==> src/rtl/hmp_pkg.sv <==
// ---------------------------------------------------------------------------
// Horner polynomial package
// Shared codes, item type and helpers for the multi-output Horner evaluator.
// ---------------------------------------------------------------------------
package hmp_pkg;

   localparam logic OP_WRITE = 1'b0;
   localparam logic OP_EVAL  = 1'b1;

   localparam int CSR_INDEX_W = 4;
   localparam int CSR_DATA_W  = 4;

   localparam logic [CSR_INDEX_W-1:0] CSR_TERMS_IN_USE   = 4'd0;
   localparam logic [CSR_INDEX_W-1:0] CSR_OUTPUTS_IN_USE = 4'd1;

   localparam int RESULT_LIMIT = 8;

   typedef struct packed {
      logic        is_eval;
      logic [2:0]  term;
      logic [2:0]  sel;
      logic [31:0] coeff;
      logic [31:0] x;
      logic [3:0]  nterms;
      logic [2:0]  oidx;
      logic        last;
   } item_type;

   function automatic int addr_width(input int depth);
      addr_width = (depth > 1) ? $clog2(depth) : 1;
   endfunction

endpackage

==> src/rtl/hmp_ram.sv <==
// ---------------------------------------------------------------------------
// Generic RAM
// One write port and one read port with registered, enabled read data.
// ---------------------------------------------------------------------------
module hmp_ram #(
   parameter int WIDTH = 32,
   parameter int DEPTH = 8
) (
   input  logic                                   clock,
   input  logic                                   wr_en,
   input  logic [hmp_pkg::addr_width(DEPTH)-1:0]  wr_addr,
   input  logic [WIDTH-1:0]                       wr_data,
   input  logic                                   rd_en,
   input  logic [hmp_pkg::addr_width(DEPTH)-1:0]  rd_addr,
   output logic [WIDTH-1:0]                       rd_data
);

   logic [WIDTH-1:0] mem_ff [DEPTH];
   logic [WIDTH-1:0] rd_data_ff;

   always_ff @(posedge clock) begin
      if (wr_en) begin
         mem_ff[wr_addr] <= wr_data;
      end
      if (rd_en) begin
         rd_data_ff <= mem_ff[rd_addr];
      end
   end

   assign rd_data = rd_data_ff;

endmodule

==> src/rtl/hmp_step.sv <==
// ---------------------------------------------------------------------------
// Horner step
// One Horner iteration: coefficient bank K, a multiply stage and a
// shift, add and saturate stage.
// ---------------------------------------------------------------------------
module hmp_step #(
   parameter int K           = 1,
   parameter int MAX_OUTPUTS = 8
) (
   input  logic               clock,
   input  logic               reset,
   input  logic               up_valid,
   input  hmp_pkg::item_type  up_item,
   input  logic [31:0]        up_acc,
   input  logic               up_sat,
   output logic               up_ready,
   output logic               dn_valid,
   output hmp_pkg::item_type  dn_item,
   output logic [31:0]        dn_acc,
   output logic               dn_sat,
   input  logic               dn_ready
);

   localparam int ADDR_W = hmp_pkg::addr_width(MAX_OUTPUTS);

   logic              m_valid_ff;
   hmp_pkg::item_type m_item_ff;
   logic [31:0]       m_acc_ff;
   logic              m_sat_ff;
   logic [63:0]       m_prod_ff;
   logic              a_valid_ff;
   hmp_pkg::item_type a_item_ff;
   logic [31:0]       a_acc_ff, a_acc_in;
   logic              a_sat_ff, a_sat_in;

   logic               m_ready, a_ready, bank_we, active, clip;
   logic signed [31:0] mul_a, mul_b;
   logic signed [63:0] mul_w;
   logic [31:0]        coeff_w;
   logic [47:0]        prod_sh;
   logic [48:0]        sum_w;

   assign a_ready  = !a_valid_ff || dn_ready;
   assign m_ready  = !m_valid_ff || a_ready;
   assign up_ready = m_ready;

   assign bank_we = up_valid && m_ready && !up_item.is_eval &&
                    (32'(up_item.term) == 32'(K)) &&
                    (32'(up_item.sel) < 32'(MAX_OUTPUTS));

   hmp_ram #(
      .WIDTH (32),
      .DEPTH (MAX_OUTPUTS)
   ) u_bank (
      .clock   (clock),
      .wr_en   (bank_we),
      .wr_addr (ADDR_W'(up_item.sel)),
      .wr_data (up_item.coeff),
      .rd_en   (m_ready),
      .rd_addr (ADDR_W'(up_item.oidx)),
      .rd_data (coeff_w)
   );

   assign mul_a = up_acc;
   assign mul_b = up_item.x;
   assign mul_w = mul_a * mul_b;

   assign prod_sh = m_prod_ff[63:16];
   assign sum_w   = {{17{coeff_w[31]}}, coeff_w} + {prod_sh[47], prod_sh};
   assign clip    = (sum_w[48:31] != {18{1'b0}}) && (sum_w[48:31] != {18{1'b1}});
   assign active  = 32'(m_item_ff.nterms) > 32'(K);

   always_comb begin
      a_acc_in = m_acc_ff;
      a_sat_in = m_sat_ff;
      if (active) begin
         a_sat_in = m_sat_ff || clip;
         if (clip) begin
            a_acc_in = sum_w[48] ? 32'h8000_0000 : 32'h7FFF_FFFF;
         end else begin
            a_acc_in = sum_w[31:0];
         end
      end
   end

   always_ff @(posedge clock) begin
      if (reset) begin
         m_valid_ff <= 1'b0;
         a_valid_ff <= 1'b0;
      end else begin
         if (m_ready) begin
            m_valid_ff <= up_valid;
         end
         if (a_ready) begin
            a_valid_ff <= m_valid_ff;
         end
      end
      if (m_ready) begin
         m_item_ff <= up_item;
         m_acc_ff  <= up_acc;
         m_sat_ff  <= up_sat;
         m_prod_ff <= mul_w;
      end
      if (a_ready) begin
         a_item_ff <= m_item_ff;
         a_acc_ff  <= a_acc_in;
         a_sat_ff  <= a_sat_in;
      end
   end

   assign dn_valid = a_valid_ff;
   assign dn_item  = a_item_ff;
   assign dn_acc   = a_acc_ff;
   assign dn_sat   = a_sat_ff;

endmodule

==> config.mk <==
export PLATFORM = sky130hd
export DESIGN_NAME = hmp_step
export DESIGN_NICKNAME = d
export VERILOG_FILES = /design/src/rtl/hmp_pkg.sv /design/src/rtl/hmp_ram.sv /design/src/rtl/hmp_step.sv
export SDC_FILE = /design/constraint.sdc
export NUM_CORES = 2
export LEC_CHECK = 0
export ABC_AREA = 1
export BUFFER_PORTS_ARGS = -buffer_cell sky130_fd_sc_hd__buf_4
export CAP_MARGIN = 20
export CORE_UTILIZATION = 45
export CTS_CLUSTER_DIAMETER = 120
export DETAILED_ROUTE_END_ITERATION = 8
export GPL_TIMING_DRIVEN = 0
export PLACE_DENSITY_LB_ADDON = 0.15
export SYNTH_ARGS = -nofsm -noshare
export SYNTH_HDL_FRONTEND = slang
export SYNTH_SLANG_ARGS = --single-unit
export TNS_END_PERCENT = 100
==> constraint.sdc <==
create_clock -name clock -period 10.15 [get_ports clock]
set_input_delay 0 -clock clock [delete_from_list [all_inputs] [get_ports clock]]
set_output_delay 0 -clock clock [all_outputs]
set_load 0.01 [all_outputs]
-- Word-level counts from Yosys, hierarchy flattened
Memory sizes are Yosys's and may differ from the RTL's. A register that Yosys moved wholly into a read port is not among the register bits.
Index checks and enable logic that the tools add are counted.
- add/subtract/negate cells: 1
- multipliers: 1
- $lt $le $gt $ge: 1
- eq/ne operators: 2
- mux-type cells: 6
- reductions and logical operators: 11
- operators by type and width (kind ; count):
    two-way mux 32 bit ; 3
    multiplier 32 x 32 -> 64 bit ; 1
    adder 32 x 48 -> 49 bit ; 1
    inequality test 18 bit (second input constant) ; 1
    nonzero test 18 bit ; 1
    greater-than comparator 4 x 1 -> 1 bit (second input constant) ; 1
    logical AND 1 bit ; 4
    == test 3 x 1 -> 1 bit (second input constant) ; 1
    logical NOT 1 bit ; 3
    logical OR 1 bit ; 3
    two-way mux 1 bit ; 3
- register bits: 290
- memory bits (writable): 256
- input port bits: 116
- output and inout bits: 114
- word-level logic and storage cells: 46
- memories: 1
- memories (name ; depth ; bits a word ; rd ports ; clocked after memory_dff ; wr ports ; line ; text):
    u_bank.mem_ff ; 8 ; 32 ; 1 ; 1 ; 1 ; hmp_ram.sv:18 ; logic [WIDTH-1:0] mem_ff [DEPTH];

-- Longest topological paths before layout
- depth in word-level cells: 8
- mapped depth: 30
- gate-level depth less buffers: 29

-- Modules after synthesis
From an unflattened synthesis, not the netlist that was laid out.
- cell total of the unflattened synthesis: 7135
- area, all modules: 62786.5 um^2
- modules (own cells, without submodules) (module ; times used ; cells an instance ; area an instance (um^2) ; seq. area each (um^2)):
    hmp_step ; 1 ; 5979 ; 50593.5 ; 8207.9
    hmp_ram ; 1 ; 1156 ; 12192.9 ; 8648.3

-- Least setup slack after synthesis
OpenSTA, ideal clock, no wires.
- path type: register -> register
- from: reg a_valid_ff (netlist: dn_valid)
- to: mem u_bank.mem_ff[0][0], enable pin
- library setup time: 0.421 ns
- arrival time: 7.262 ns
- data required time: 9.729 ns
- slack: 2.467 ns
- stages on the path, launching flop included: 6
- path buffers: 0
- clock period less this slack: 7.683 ns
- cells stage by stage: dfxtp_1 -> nand3_1 -> nand2_1 -> nor3_1 -> nand2_1 -> nor2_1
- word-level cells in the longest chain between the ends: 8
- ends and longest elaborated chain (what ; line ; text):
    start: declaration ; hmp_step.sv:31 ; logic a_valid_ff;
    start signal: assignment ; hmp_step.sv:95 ; a_valid_ff <= m_valid_ff;
    logical NOT 1 bit ; hmp_step.sv:43 ; assign a_ready = !a_valid_ff || dn_ready;
    logical OR 1 bit ; hmp_step.sv:43 ;
    logical OR 1 bit ; hmp_step.sv:44 ; assign m_ready = !m_valid_ff || a_ready;
    net up_ready ; hmp_step.sv:16 ; output logic up_ready,
    logical AND 1 bit (3 in a row) ; hmp_step.sv:47 ; assign bank_we = up_valid && m_ready && !up_item.is_eval &&
    two-way mux 1 bit ; hmp_ram.sv:22 ; if (wr_en) begin
    two-way mux 1 bit (not written as such) ; hmp_ram.sv:23 ; mem_ff[wr_addr] <= wr_data;
    end: declaration ; hmp_ram.sv:18 ;
The timed path passes the listed nets, and every way through them passes these cells.

-- Worst setup path in the final report
- from: in up_acc[31]
- to: reg m_prod_ff[62], data pin
- word-level cells in the longest chain between the ends: 1
- ends and longest elaborated chain (what ; line ; text):
    start: declaration ; hmp_step.sv:14 ; input logic [31:0] up_acc,
    multiplier 32 x 32 -> 64 bit ; hmp_step.sv:66 ; assign mul_w = mul_a * mul_b;
    net mul_w[62] ; hmp_step.sv:38 ; logic signed [63:0] mul_w;
    end signal: assignment ; hmp_step.sv:102 ; m_prod_ff <= mul_w;
    end: declaration ; hmp_step.sv:30 ; logic [63:0] m_prod_ff;
The timed path passes the listed nets, and every way through them passes these cells.
A chain may end at the register's enable or synchronous reset.

==> flow_metrics.py <==
metrics = {
    "outcome": {
        "outcome": "complete, no violations",
    },
    "grt": {
        "grtUsageTotal_pct": 32.7,
        "grt_pass1_wl_mm": 319,
        "grt_pass1_vias": 47300,
        "antenna_found_initial": 15,
        "grt_max_degree": 56,
        "grt_overflow": 0,
    },
    "logic_synthesis": {
        "synth_compound_area_share_pct": 4.04,
        "seq_area_frac_synth_pct": 27.4,
        "synth_fa_ha_area_share_pct": 39.9,
        "synthTopCellsByCount": "1751 x inv_1, 1653 x nand2_1, 1082 x fa_1",
        "synth_seq_cells": 562,
        "post-synth-top-area-cell": "fa_1",
        "yosysWarnings": 0,
        "syn_avg_cell_area_um2": 9.15,
        "muxShareOfSynthArea_pct": 0,
        "yosys.area_share.simple_pct": 14.8,
        "synth_area_leaders": "fa_1 35%, edfxtp_1 27%, inv_1 11%",
        "synth_top_family_by_area": "adder cells",
        "synth_edf_count": 560,
        "synth_area_mm2": 0.0615,
        "synth_xor_area_share_pct": 1.41,
        "syn-instance-count": 6715,
        "async_reset_ff_share_pct": 0,
        "synth_flop_cell": "edfxtp_1",
        "synth_top_area_share_pct": 35.2,
        "yosysMostFrequentCell": "inv_1",
        "yosysUniqueCellTypes": 48,
        "syn-num-nets": 8141,
    },
    "timing": {
        "relSlewSlack_pct": 15.8,
        "tightest_slew_ps": 1260,
        "min_period_over_period_pct": 94.4,
        "hold_viol": 0,
        "fin_hold_ws_ps": 92.8,
        "setup_viol": 0,
        "fmax_mhz": 104,
        "rsz0062_at_grt": "false",
        "final.min_clock_period_ps": 9580,
        "report.final.slew_viol_count": 0,
        "finClkSkew_ps": 64.8,
    },
    "hold_path": {
        "hp-class": "input port to flop",
    },
    "cells_and_area": {
        "nets": 8584,
        "utilization_pct": 51.2,
        "syn_to_final_growth_pct": 12.9,
        "drive_above_1_share_pct": 6.88,
    },
    "floorplanning": {
        "io_pins": 230,
        "die_h_um": 372,
        "dieArea_mm2": 0.138,
        "rows": 135,
        "start_util_pct": 45.4,
        "core_area_mm2": 0.135,
        "die_w_um": 372,
    },
    "setup_path": {
        "crit_fanout": 10,
        "criticalPathCategory": "input port to flop",
        "crit_required_ps": 10540,
        "critPathArrivalTime_ps": 9970,
        "startpoint_type": "input port",
        "endpoint_kind": "flop",
        "reg2reg_slack_ps": 5750,
    },
    "placed_design": {
        "gp_congestion": 1.03,
        "hpwl_mm": 181,
        "port_buffers": 229,
    },
    "clock_tree": {
        "root_buffer": "clkbuf_16",
        "post-cts-setup-buffer-count": 0,
        "cts_made_buffers": 67,
        "insertion_delay_ps": 680,
        "htreeDepth": 3,
        "cts_tree": "built",
        "clockBufferDepth": 3,
        "numClockSinks": 562,
        "clk_pin_slew_ps": 60,
        "cts_resized": 0,
        "postCtsHoldBufs": 115,
    },
    "route": {
        "routed_wl_mm": 222,
        "routedWlPerCell_um": 24.6,
        "first_iter_violations": 4729,
        "firstDrtPassIters": 6,
        "drtAntennaViolNets": 0,
        "via_per_inst": 5.24,
        "drc": 0,
        "vias": 47100,
    },
    "flow_run": {
        "drv_cap": 0,
    },
}
[routing by layer]
metal	track usage [%]	vias up	share of wire (%)
met5	0	-	0.010
met4	14.9	4	5.3
met3	7.35	444	10
met2	46.9	2302	42
met1	47.2	23700	42
li1	-	20700	-
[final cells by class]
type / count / area (um^2)
Antenna cell: 6 / 15.0
Buffer: 251 / 1010
Clock buffer: 80 / 1770
Clock inverter: 40 / 397
Fill cell: 12800 / 66100
Inverter: 1768 / 6640
Multi-Input combinational cell: 4134 / 37100
Sequential cell: 562 / 16900
Tap cell: 1781 / 2230
Timing Repair Buffer: 374 / 3450
[layout by cell type, fill, tap and decap left out, types with 6 or more instances in the layout]
master,instances
a21oi_1,137
xor2_1,62
nor3_2,8
ha_1,228
o22ai_1,32
o21ai_0,186
buf_8,15
diode_2,6
clkbuf_1,242
or2_2,7
o21bai_1,10
buf_16,7
clkinv_2,9
buf_1,11
a31oi_1,44
nand3_1,48
buf_4,229
nor2_1,400
fa_1,1082
nor2_2,28
edfxtp_1,560
clkbuf_16,69
dlygate4sd3_1,115
nand2_1,1652
nor3_1,14
buf_12,10
o211ai_1,8
o21a_1,8
nand2_2,47
clkinv_1,14
a21o_1,12
nand4_1,41
xnor2_1,35
nor2_4,13
nor4_1,6
inv_1,1751
inv_2,16
[cell families (layout without fill, tap and decap cells)]
group / after synthesis / in the layout
other cells: 0 / 6
simple gates: 2276 / 2276
xor+xnor: 98 / 98
buf+inv: 2019 / 2513
compound gates: 450 / 450
flops: 562 / 562
fa+ha+maj: 1310 / 1310
[final timing paths]
kind,from,to,cells after the start
setup / recovery,up_acc[31],m_prod_ff[62],28
hold / removal,up_sat,m_sat_ff,2
setup reg to reg,u_bank.rd_data[0],dn_acc[24],23
hold reg to reg,m_item_ff[8],dn_item[8],0
[sequential cells by signal (all words and copies together), names as in the netlist]
register / count
dn_acc: 32
dn_item: 79
dn_sat: 1
dn_valid: 1
m_acc_ff: 32
m_item_ff: 79
m_prod_ff: 48
m_sat_ff: 1
m_valid_ff: 1
u_bank.mem_ff: 256
u_bank.rd_data: 32
[worst max-delay path, cell delays in order]
cell           delay (ps)
dlygate4sd3_1         520
buf_4                 170
clkbuf_1              670
nand2_1               290
inv_1                 150
fa_1                  390
inv_1                 250
fa_1                  470
inv_1                 250
fa_1                  510
fa_1                  940
inv_1                 520
fa_1                  620
inv_1                  60
fa_1                  530
inv_1                  50
fa_1                  580
inv_1                  90
fa_1                  420
ha_1                  410
a21oi_1               270
o21a_1                180
o21ai_0               130
a21oi_1               470
o211ai_1              510
nand2_1               180
o2111ai_1             140
xor2_1                170
[through the flow]
step                      TNS [ps]  instance area, um^2  instances  worst slack [ps]
after global placement     -774890                65400       8725             -2430
after floorplan                  0                61500       6715              2470
final                            0                69400       8996               565
after detailed placement         0                66000       8749               689
after global routing             0                69400       8993               274
after CTS                        0                69300       8984               848
Power is left out: the tool's default activity adds up to more than one toggle a clock period on the data nets, which glitch-free logic cannot reach.
