===== config.mk =====
export PLATFORM = sky130hd
export DESIGN_NAME = hmp_issue
export DESIGN_NICKNAME = d
export VERILOG_FILES = /design/src/rtl/hmp_pkg.sv /design/src/rtl/hmp_ram.sv /design/src/rtl/hmp_issue.sv
export SDC_FILE = /design/constraint.sdc
export NUM_CORES = 1
export LEC_CHECK = 0
export CAP_MARGIN = 10
export CORE_ASPECT_RATIO = 0.75
export CORE_MARGIN = 2
export CORE_UTILIZATION = 45
export CTS_CLUSTER_SIZE = 24
export DETAILED_ROUTE_END_ITERATION = 6
export DONT_BUFFER_PORTS = 1
export PLACE_DENSITY = 0.66
export RECOVER_POWER = 25
export SYNTH_ARGS = -nofsm -noshare
export SYNTH_HDL_FRONTEND = slang
export SYNTH_SLANG_ARGS = --single-unit
export TNS_END_PERCENT = 30

===== constraint.sdc =====
create_clock -name clock -period 7.75 [get_ports clock]
set_clock_uncertainty 0.15 [all_clocks]
set_input_delay 1.55 -clock clock [delete_from_list [all_inputs] [get_ports clock]]
set_output_delay 1.55 -clock clock [all_outputs]
set_load 0.01 [all_outputs]

===== src/rtl/hmp_pkg.sv =====
// ---------------------------------------------------------------------------
// Horner polynomial package
// Shared codes, item type and helpers for the multi-output Horner evaluator.
// ---------------------------------------------------------------------------
package hmp_pkg;

   localparam logic OP_WRITE = 1'b0;
   localparam logic OP_EVAL  = 1'b1;

   localparam int CSR_INDEX_W = 4;
   localparam int CSR_DATA_W  = 4;

   localparam logic [CSR_INDEX_W-1:0] CSR_TERMS_IN_USE   = 4'd0;
   localparam logic [CSR_INDEX_W-1:0] CSR_OUTPUTS_IN_USE = 4'd1;

   localparam int RESULT_LIMIT = 8;

   typedef struct packed {
      logic        is_eval;
      logic [2:0]  term;
      logic [2:0]  sel;
      logic [31:0] coeff;
      logic [31:0] x;
      logic [3:0]  nterms;
      logic [2:0]  oidx;
      logic        last;
   } item_type;

   function automatic int addr_width(input int depth);
      addr_width = (depth > 1) ? $clog2(depth) : 1;
   endfunction

endpackage


===== src/rtl/hmp_ram.sv =====
// ---------------------------------------------------------------------------
// Generic RAM
// One write port and one read port with registered, enabled read data.
// ---------------------------------------------------------------------------
module hmp_ram #(
   parameter int WIDTH = 32,
   parameter int DEPTH = 8
) (
   input  logic                                   clock,
   input  logic                                   wr_en,
   input  logic [hmp_pkg::addr_width(DEPTH)-1:0]  wr_addr,
   input  logic [WIDTH-1:0]                       wr_data,
   input  logic                                   rd_en,
   input  logic [hmp_pkg::addr_width(DEPTH)-1:0]  rd_addr,
   output logic [WIDTH-1:0]                       rd_data
);

   logic [WIDTH-1:0] mem_ff [DEPTH];
   logic [WIDTH-1:0] rd_data_ff;

   always_ff @(posedge clock) begin
      if (wr_en) begin
         mem_ff[wr_addr] <= wr_data;
      end
      if (rd_en) begin
         rd_data_ff <= mem_ff[rd_addr];
      end
   end

   assign rd_data = rd_data_ff;

endmodule


===== src/rtl/hmp_issue.sv =====
// ---------------------------------------------------------------------------
// Horner request issue stage
// Takes requests, expands an evaluate request into one item per output,
// holds coefficient bank 0 and the stage that loads the first coefficient.
// ---------------------------------------------------------------------------
module hmp_issue #(
   parameter int MAX_TERMS   = 8,
   parameter int MAX_OUTPUTS = 8
) (
   input  logic                clock,
   input  logic                reset,
   input  logic                req_valid,
   output logic                req_ready,
   input  logic                req_operation,
   input  logic [2:0]          req_term_index,
   input  logic [2:0]          req_output_select,
   input  logic signed [31:0]  req_coefficient,
   input  logic signed [31:0]  req_x_value,
   input  logic [3:0]          terms_cfg,
   input  logic [3:0]          outputs_cfg,
   output logic                dn_valid,
   output hmp_pkg::item_type   dn_item,
   output logic [31:0]         dn_acc,
   output logic                dn_sat,
   input  logic                dn_ready
);

   localparam int ADDR_W = hmp_pkg::addr_width(MAX_OUTPUTS);
   localparam int TERMS_CAP = (MAX_TERMS > 15) ? 15 : MAX_TERMS;
   localparam int OUT_CAP = (MAX_OUTPUTS > hmp_pkg::RESULT_LIMIT) ?
                            hmp_pkg::RESULT_LIMIT : MAX_OUTPUTS;
   localparam logic [3:0] TERMS_HI = 4'(TERMS_CAP);
   localparam logic [3:0] OUT_HI   = 4'(OUT_CAP);

   logic              p0_valid_ff, p0_valid_in;
   hmp_pkg::item_type p0_item_ff, p0_item_in;
   logic [2:0]        p0_o_ff, p0_o_in;
   logic [2:0]        p0_last_ff, p0_last_in;
   logic              a0_valid_ff, a0_valid_in;
   hmp_pkg::item_type a0_item_ff, a0_item_in;

   logic [3:0] nterms_w, nout_w;
   logic       a0_ready, p0_go, p0_final, accept, bank_we;

   always_comb begin
      if (terms_cfg == 4'd0) begin
         nterms_w = 4'd1;
      end else if (terms_cfg > TERMS_HI) begin
         nterms_w = TERMS_HI;
      end else begin
         nterms_w = terms_cfg;
      end
      if (outputs_cfg == 4'd0) begin
         nout_w = 4'd1;
      end else if (outputs_cfg > OUT_HI) begin
         nout_w = OUT_HI;
      end else begin
         nout_w = outputs_cfg;
      end
   end

   assign a0_ready  = !a0_valid_ff || dn_ready;
   assign p0_go     = p0_valid_ff && a0_ready;
   assign p0_final  = !p0_item_ff.is_eval || (p0_o_ff == p0_last_ff);
   assign req_ready = !p0_valid_ff || (a0_ready && p0_final);
   assign accept    = req_valid && req_ready;

   always_comb begin
      p0_valid_in = p0_valid_ff;
      p0_item_in  = p0_item_ff;
      p0_o_in     = p0_o_ff;
      p0_last_in  = p0_last_ff;
      if (accept) begin
         p0_valid_in        = 1'b1;
         p0_item_in.is_eval = (req_operation == hmp_pkg::OP_EVAL);
         p0_item_in.term    = req_term_index;
         p0_item_in.sel     = req_output_select;
         p0_item_in.coeff   = req_coefficient;
         p0_item_in.x       = req_x_value;
         p0_item_in.nterms  = nterms_w;
         p0_item_in.oidx    = 3'd0;
         p0_item_in.last    = 1'b0;
         p0_o_in            = 3'd0;
         p0_last_in         = 3'(nout_w - 4'd1);
      end else if (p0_go && !p0_final) begin
         p0_o_in = p0_o_ff + 3'd1;
      end else if (p0_go) begin
         p0_valid_in = 1'b0;
      end
   end

   always_comb begin
      a0_valid_in = a0_valid_ff;
      a0_item_in  = a0_item_ff;
      if (a0_ready) begin
         a0_valid_in     = p0_valid_ff;
         a0_item_in      = p0_item_ff;
         a0_item_in.oidx = p0_o_ff;
         a0_item_in.last = p0_item_ff.is_eval && (p0_o_ff == p0_last_ff);
      end
   end

   always_ff @(posedge clock) begin
      if (reset) begin
         p0_valid_ff <= 1'b0;
         a0_valid_ff <= 1'b0;
      end else begin
         p0_valid_ff <= p0_valid_in;
         a0_valid_ff <= a0_valid_in;
      end
      p0_item_ff <= p0_item_in;
      p0_o_ff    <= p0_o_in;
      p0_last_ff <= p0_last_in;
      a0_item_ff <= a0_item_in;
   end

   assign bank_we = p0_go && !p0_item_ff.is_eval && (p0_item_ff.term == 3'd0) &&
                    (32'(p0_item_ff.sel) < 32'(MAX_OUTPUTS));

   hmp_ram #(
      .WIDTH (32),
      .DEPTH (MAX_OUTPUTS)
   ) u_bank0 (
      .clock   (clock),
      .wr_en   (bank_we),
      .wr_addr (ADDR_W'(p0_item_ff.sel)),
      .wr_data (p0_item_ff.coeff),
      .rd_en   (a0_ready),
      .rd_addr (ADDR_W'(p0_o_ff)),
      .rd_data (dn_acc)
   );

   assign dn_valid = a0_valid_ff;
   assign dn_item  = a0_item_ff;
   assign dn_sat   = 1'b0;

   a_o_range: assert property (@(posedge clock) disable iff (reset)
      p0_valid_ff && p0_item_ff.is_eval |-> p0_o_ff <= p0_last_ff)
      else $error("output counter beyond last output");

   a_accept_start: assert property (@(posedge clock) disable iff (reset)
      req_valid && req_ready |=> p0_valid_ff && (p0_o_ff == 3'd0))
      else $error("accepted request does not start at output zero");

   a_last_eval: assert property (@(posedge clock) disable iff (reset)
      a0_valid_ff && a0_item_ff.last |-> a0_item_ff.is_eval)
      else $error("last mark on a write item");

endmodule


== Word-level counts from Yosys, hierarchy flattened ==
Memory sizes are Yosys's and may differ from the RTL's. A register that Yosys moved wholly into a read port is not among the register bits.
Cells that the tools add are included.

* Memories kept: 1
* Register bits after elaboration: 162
* Input bits: 83
* Word-level logic and storage cells: 54
* Memory bits (writable): 256

{| class="wikitable"
|+ Memory list
! name !! words !! bits a word !! read ports !! clocked after Yosys merged registers in !! write ports !! line !! source
|-
| u_bank0.mem_ff || 8 || 32 || 1 || 1 || 1 || hmp_ram.sv:18 || <nowiki>logic [WIDTH-1:0] mem_ff [DEPTH];</nowiki>
|}

* $lt $le $gt $ge: 2
* Equality and inequality tests: 2
* Reductions and logical operators: 20
* Add/subtract/negate cells: 2
* Mux-type cells: 8

{| class="wikitable"
|+ Operators by type and width
! cell !! count
|-
| $gt 4x4->1 const B || 2
|-
| $logic_not 4->1 || 2
|-
| $logic_and 1x1->1 || 7
|-
| $mux 3 || 2
|-
| $mux 1 || 5
|-
| $logic_not 1->1 || 4
|-
| $mux 4 || 1
|-
| $add 3x1->3 const B || 1
|-
| $eq 3x3->1 || 1
|-
| $logic_not 3->1 || 1
|-
| $logic_or 1x1->1 || 3
|-
| $sub 3x1->3 const B || 1
|-
| $ne 2x2->1 const B || 1
|-
| $reduce_and 2->1 || 1
|-
| $reduce_bool 2->1 || 1
|-
| $reduce_or 2->1 || 1
|}

== Longest topological paths before layout ==
* Depth after elaboration: 7
* Mapped depth: 5

== Hierarchy ==
From an unflattened synthesis, not the netlist that was laid out.

* Cell total of the unflattened synthesis: 626
* Area total of the unflattened synthesis: 15901.5 µm²

{| class="wikitable"
|+ Modules (own cells, without submodules)
! module !! seq. area each (µm²) !! cells each !! area an instance (µm²) !! instances
|-
| hmp_ram || 8648.3 || 415 || 10786.6 || 1
|-
| hmp_issue || 4814.6 || 211 || 5114.9 || 1
|}

== Worst setup path before layout ==
OpenSTA, ideal clock, no wires.

* Kind: in2reg
* Start: input dn_ready
* End: register p0_item_ff[10] (netlist bit), enable pin
* Cell stages on the path: 4
* Slack: 0.002 ns
* Arrival: 7.031 ns
* Library setup time: 0.566 ns
* Buffers on the path: 0
* Data required time: 7.034 ns
* Cell sequence: nor2b_1 > inv_2 > o21ai_1 > a31oi_1

* Longest elaborated chain between the ends: 4

{| class="wikitable"
|+ Ends and longest elaborated chain
! what !! line !! source
|-
| from (decl) || hmp_issue.sv:25 || <nowiki>input logic dn_ready</nowiki>
|-
| $logic_or 1x1->1 || hmp_issue.sv:62 || <nowiki>assign a0_ready = !a0_valid_ff || dn_ready;</nowiki>
|-
| $logic_and 1x1->1 || hmp_issue.sv:65 || <nowiki>assign req_ready = !p0_valid_ff || (a0_ready && p0_final);</nowiki>
|-
| $logic_or 1x1->1 || hmp_issue.sv:65 ||
|-
| $logic_and 1x1->1 || hmp_issue.sv:66 || <nowiki>assign accept = req_valid && req_ready;</nowiki>
|-
| named net accept || hmp_issue.sv:43 || <nowiki>logic a0_ready, p0_go, p0_final, accept, bank_we;</nowiki>
|-
| to (signal assigned) || hmp_issue.sv:111 || <nowiki>p0_item_ff <= p0_item_in;</nowiki>
|-
| to (decl) || hmp_issue.sv:36 || <nowiki>hmp_pkg::item_type p0_item_ff, p0_item_in;</nowiki>
|}

The timed path passes the listed nets, and every way through them passes these cells.
A chain may end at the register's enable or synchronous reset.

== Worst setup path after layout ==
* Start: register p0_o_ff[2]
* End: output req_ready

* Longest elaborated chain between the ends: 4

{| class="wikitable"
|+ Ends and longest elaborated chain
! what !! line !! source
|-
| from (decl) || hmp_issue.sv:37 || <nowiki>logic [2:0] p0_o_ff, p0_o_in;</nowiki>
|-
| from (signal assigned) || hmp_issue.sv:112 || <nowiki>p0_o_ff <= p0_o_in;</nowiki>
|-
| $eq 3x3->1 || hmp_issue.sv:64 || <nowiki>assign p0_final = !p0_item_ff.is_eval || (p0_o_ff == p0_last_ff);</nowiki>
|-
| $logic_or 1x1->1 || hmp_issue.sv:64 ||
|-
| $logic_and 1x1->1 || hmp_issue.sv:65 ||
|-
| $logic_or 1x1->1 || hmp_issue.sv:65 ||
|-
| to (decl) || hmp_issue.sv:13 || <nowiki>output logic req_ready,</nowiki>
|}

Every way passes these cells.

==> impl_metrics.yaml <==
status:
  outcome: "completed"
global_route:
  grt_overflow: 0
  grt_max_degree: 115
  grt_pass1_wl_mm: 41.13
  use_met1_pct: 20.76
  grt.met3_usage_pct: 5.623
  busiest_layer: "met2"
  grtUsageTotal_pct: 15.26
  antenna_found_initial: 0
  grt_pass1_vias: 6578
  met2_usage_pct: 23.74
drt:
  wl_per_cell_um: 23.91
  drt_wl_total_mm: 27.44
  drt_pass1_iterations: 4
  detail_route.vias_per_cell: 5.274
  dr.first_iter.drc_count: 388
  drc: 0
  routed-via-count: 6054
  postRouteAntennaNets: 0
cells_and_area:
  drive_above_1_share_pct: 25.47
  regArea_mm2: 0.01347
  fillCellCount: 2648
  nNetsFinal: 743
  utilization_pct: 51.26
  multi_input_area_mm2: 0.002190
  diodes: 0
  syn2layout_area_growth_pct: 12.46
die:
  dieArea_mm2: 0.03652
  initial_core_util_pct: 45.58
  die_x_um: 220.0
  core_area_mm2: 0.03455
  row_count: 59
  die_h_um: 166.0
  ios: 197
synthesis:
  syn_nets: 713
  synthFlopType: "edfxtp_1"
  yosysTopAreaCell: "edfxtp_1"
  synth_seq_area_share_pct: 85.49
  synth_edf_count: 445
  syn_inst: 628
  yosys.cell_count.top_type: "edfxtp_1"
  synth_top_area_share_pct: 84.86
  syn_avg_cell_area_um2: 25.08
  ys_top_cells_by_count: "edfxtp_1 (445), mux4_2 (62), mux2_2 (32), nor2_1 (11)"
  synth_seq_cells: 450
  netlist_area_mm2: 0.01575
  synthTopCellsByArea: "edfxtp_1 (85%), mux4_2 (8.9%), mux2_2 (2.3%)"
  yosys_warnings: 0
  ys_types: 30
  async_flop_share_pct: 0
placement:
  dpl.hpwl_mm: 15.87
  gp_congestion: 0.6941
  port_buffers: 0
setup_path:
  max_stage_delay_ps: 1080
  critPathKind: "flip-flop to output pin"
  cp-end-kind: "output pin"
  path_buf_inv: 0
  crit_family: "flip-flops"
  worstPathMaxFanout: 36
  cp_slowest_cell: "dfxtp_2"
  start_kind: "flip-flop"
  crit_chain: "xnor2_1, a31oi_1, o21ai_1"
  required_ps: 6050
  arrival_ps: 2420
power:
  power_density_mw_per_mm2: 282.1
  leakage_uw: 0.005562
  ir_drop_mv: 0.2262
sta:
  tns_ps: 0
  setup_viol: 0
  drv_slew: 0
  clock.fmax_mhz: 242.6
  min_period_ps: 4122
  rsz0062_at_grt: "no"
  hold_violations: 0
  worst_pin_slew_ps: 1142
  period_share_pct: 53.19
  maxSlewHeadroom_pct: 23.68
clocking:
  clkTransAtPathRegs_ps: 60
  h-tree-depth: 2
  cts_resized: 0
  cts_made_buffers: 42
  clock_sinks: 450
  clockBufferDepth: 3
  cts_tree: "yes"
  post_cts_buffers: 0
  insertion_delay_ps: 540
  cts_root_buf: "clkbuf_16"
  cts_hold_buffers: 0
run:
  drv_cap: 0
min_path:
  min_path_type: "flip-flop to flip-flop"
[per-layer routing]
metal  vias to the layer above  routed length (um)
met5                         -                   0
met2                       217               13160
li1                       2672                   -
met3                        30                2226
met4                         0                 362
met1                      3135               11700
[placed cells by master (no fill, tap or decap), types with 3 or more instances in the layout]
cell	instances
o21ai_0	3
clkbuf_8	6
a21oi_1	5
nor2_1	5
nand3_1	5
bufinv_16	4
nor2_4	6
mux2_2	32
clkinv_1	10
mux4_2	62
nand2b_1	5
xnor2_1	4
inv_1	4
clkinv_2	8
edfxtp_1	445
clkbuf_16	43
clkbuf_1	6
nor2b_1	3
buf_4	4
[sequential cells by signal (all words and copies together), names as in the netlist]
signal,cells
p0_last_ff,3
dn_item,79
u_bank0.rd_data,32
p0_item_ff,75
p0_valid_ff,1
u_bank0.mem_ff,256
dn_valid,1
p0_o_ff,3
[final cells by class]
type,count,share of cell area [%]
clock inverters,23,1.166
clock buffers,54,6.592
well taps,457,3.229
flip-flops and latches,450,76.07
multi-input cells,151,12.36
inverters,6,0.1554
repair buffers,7,0.4239
[worst paths after layout]
check	from	end	slack, ps	cells after the start
max	p0_o_ff[2]	req_ready	3630	3
min	p0_item_ff[29]	dn_item[29]	270	0
max reg2reg	p0_o_ff[2]	p0_item_ff[52]	4360	4
min reg2reg	p0_item_ff[29]	dn_item[29]	270	0
[cells by family (layout without fill, tap and decap cells)]
| logic type | count (synthesis) | after routing | share of synthesized area [%] |
|---|---|---|---|
| AOI/OAI and AO/OA | 14 | 14 | 0.4846 |
| xor gates and xnor gates | 4 | 4 | 0.2224 |
| adders and majority gates | 2 | 2 | 0.1589 |
| buffers and inverters | 27 | 90 | 1.049 |
| DFF | 450 | 450 | 85.49 |
| muxes | 96 | 96 | 11.49 |
| other | 1 | 1 | 0.02381 |
| and+or+nand+nor | 34 | 34 | 1.081 |
[where the power goes]
| group | internal, uW | switching, uW |
|---|---|---|
| registers | 2770 | 92.4 |
| clock network | 1190 | 827 |
| logic | 52.8 | 55.6 |
| total | 4020 | 975 |
[per-stage QoR]
step / cells / hold WS, ps / power, uW / cell area [um^2] / worst slack [ps]
floorplan: 628 / 250.3 / 2983 / 15750 / 2.241
global placement: 1068 / 250.7 / 3022 / 16290 / 3426
detailed placement: 1068 / 254.5 / 3030 / 16290 / 3297
CTS: 1145 / 267.9 / 5049 / 17660 / 3605
global route: 1148 / 271.6 / 5165 / 17710 / 3489
finish: 1148 / 266.6 / 4995 / 17710 / 3628
(Power assumes the default switching activity.)
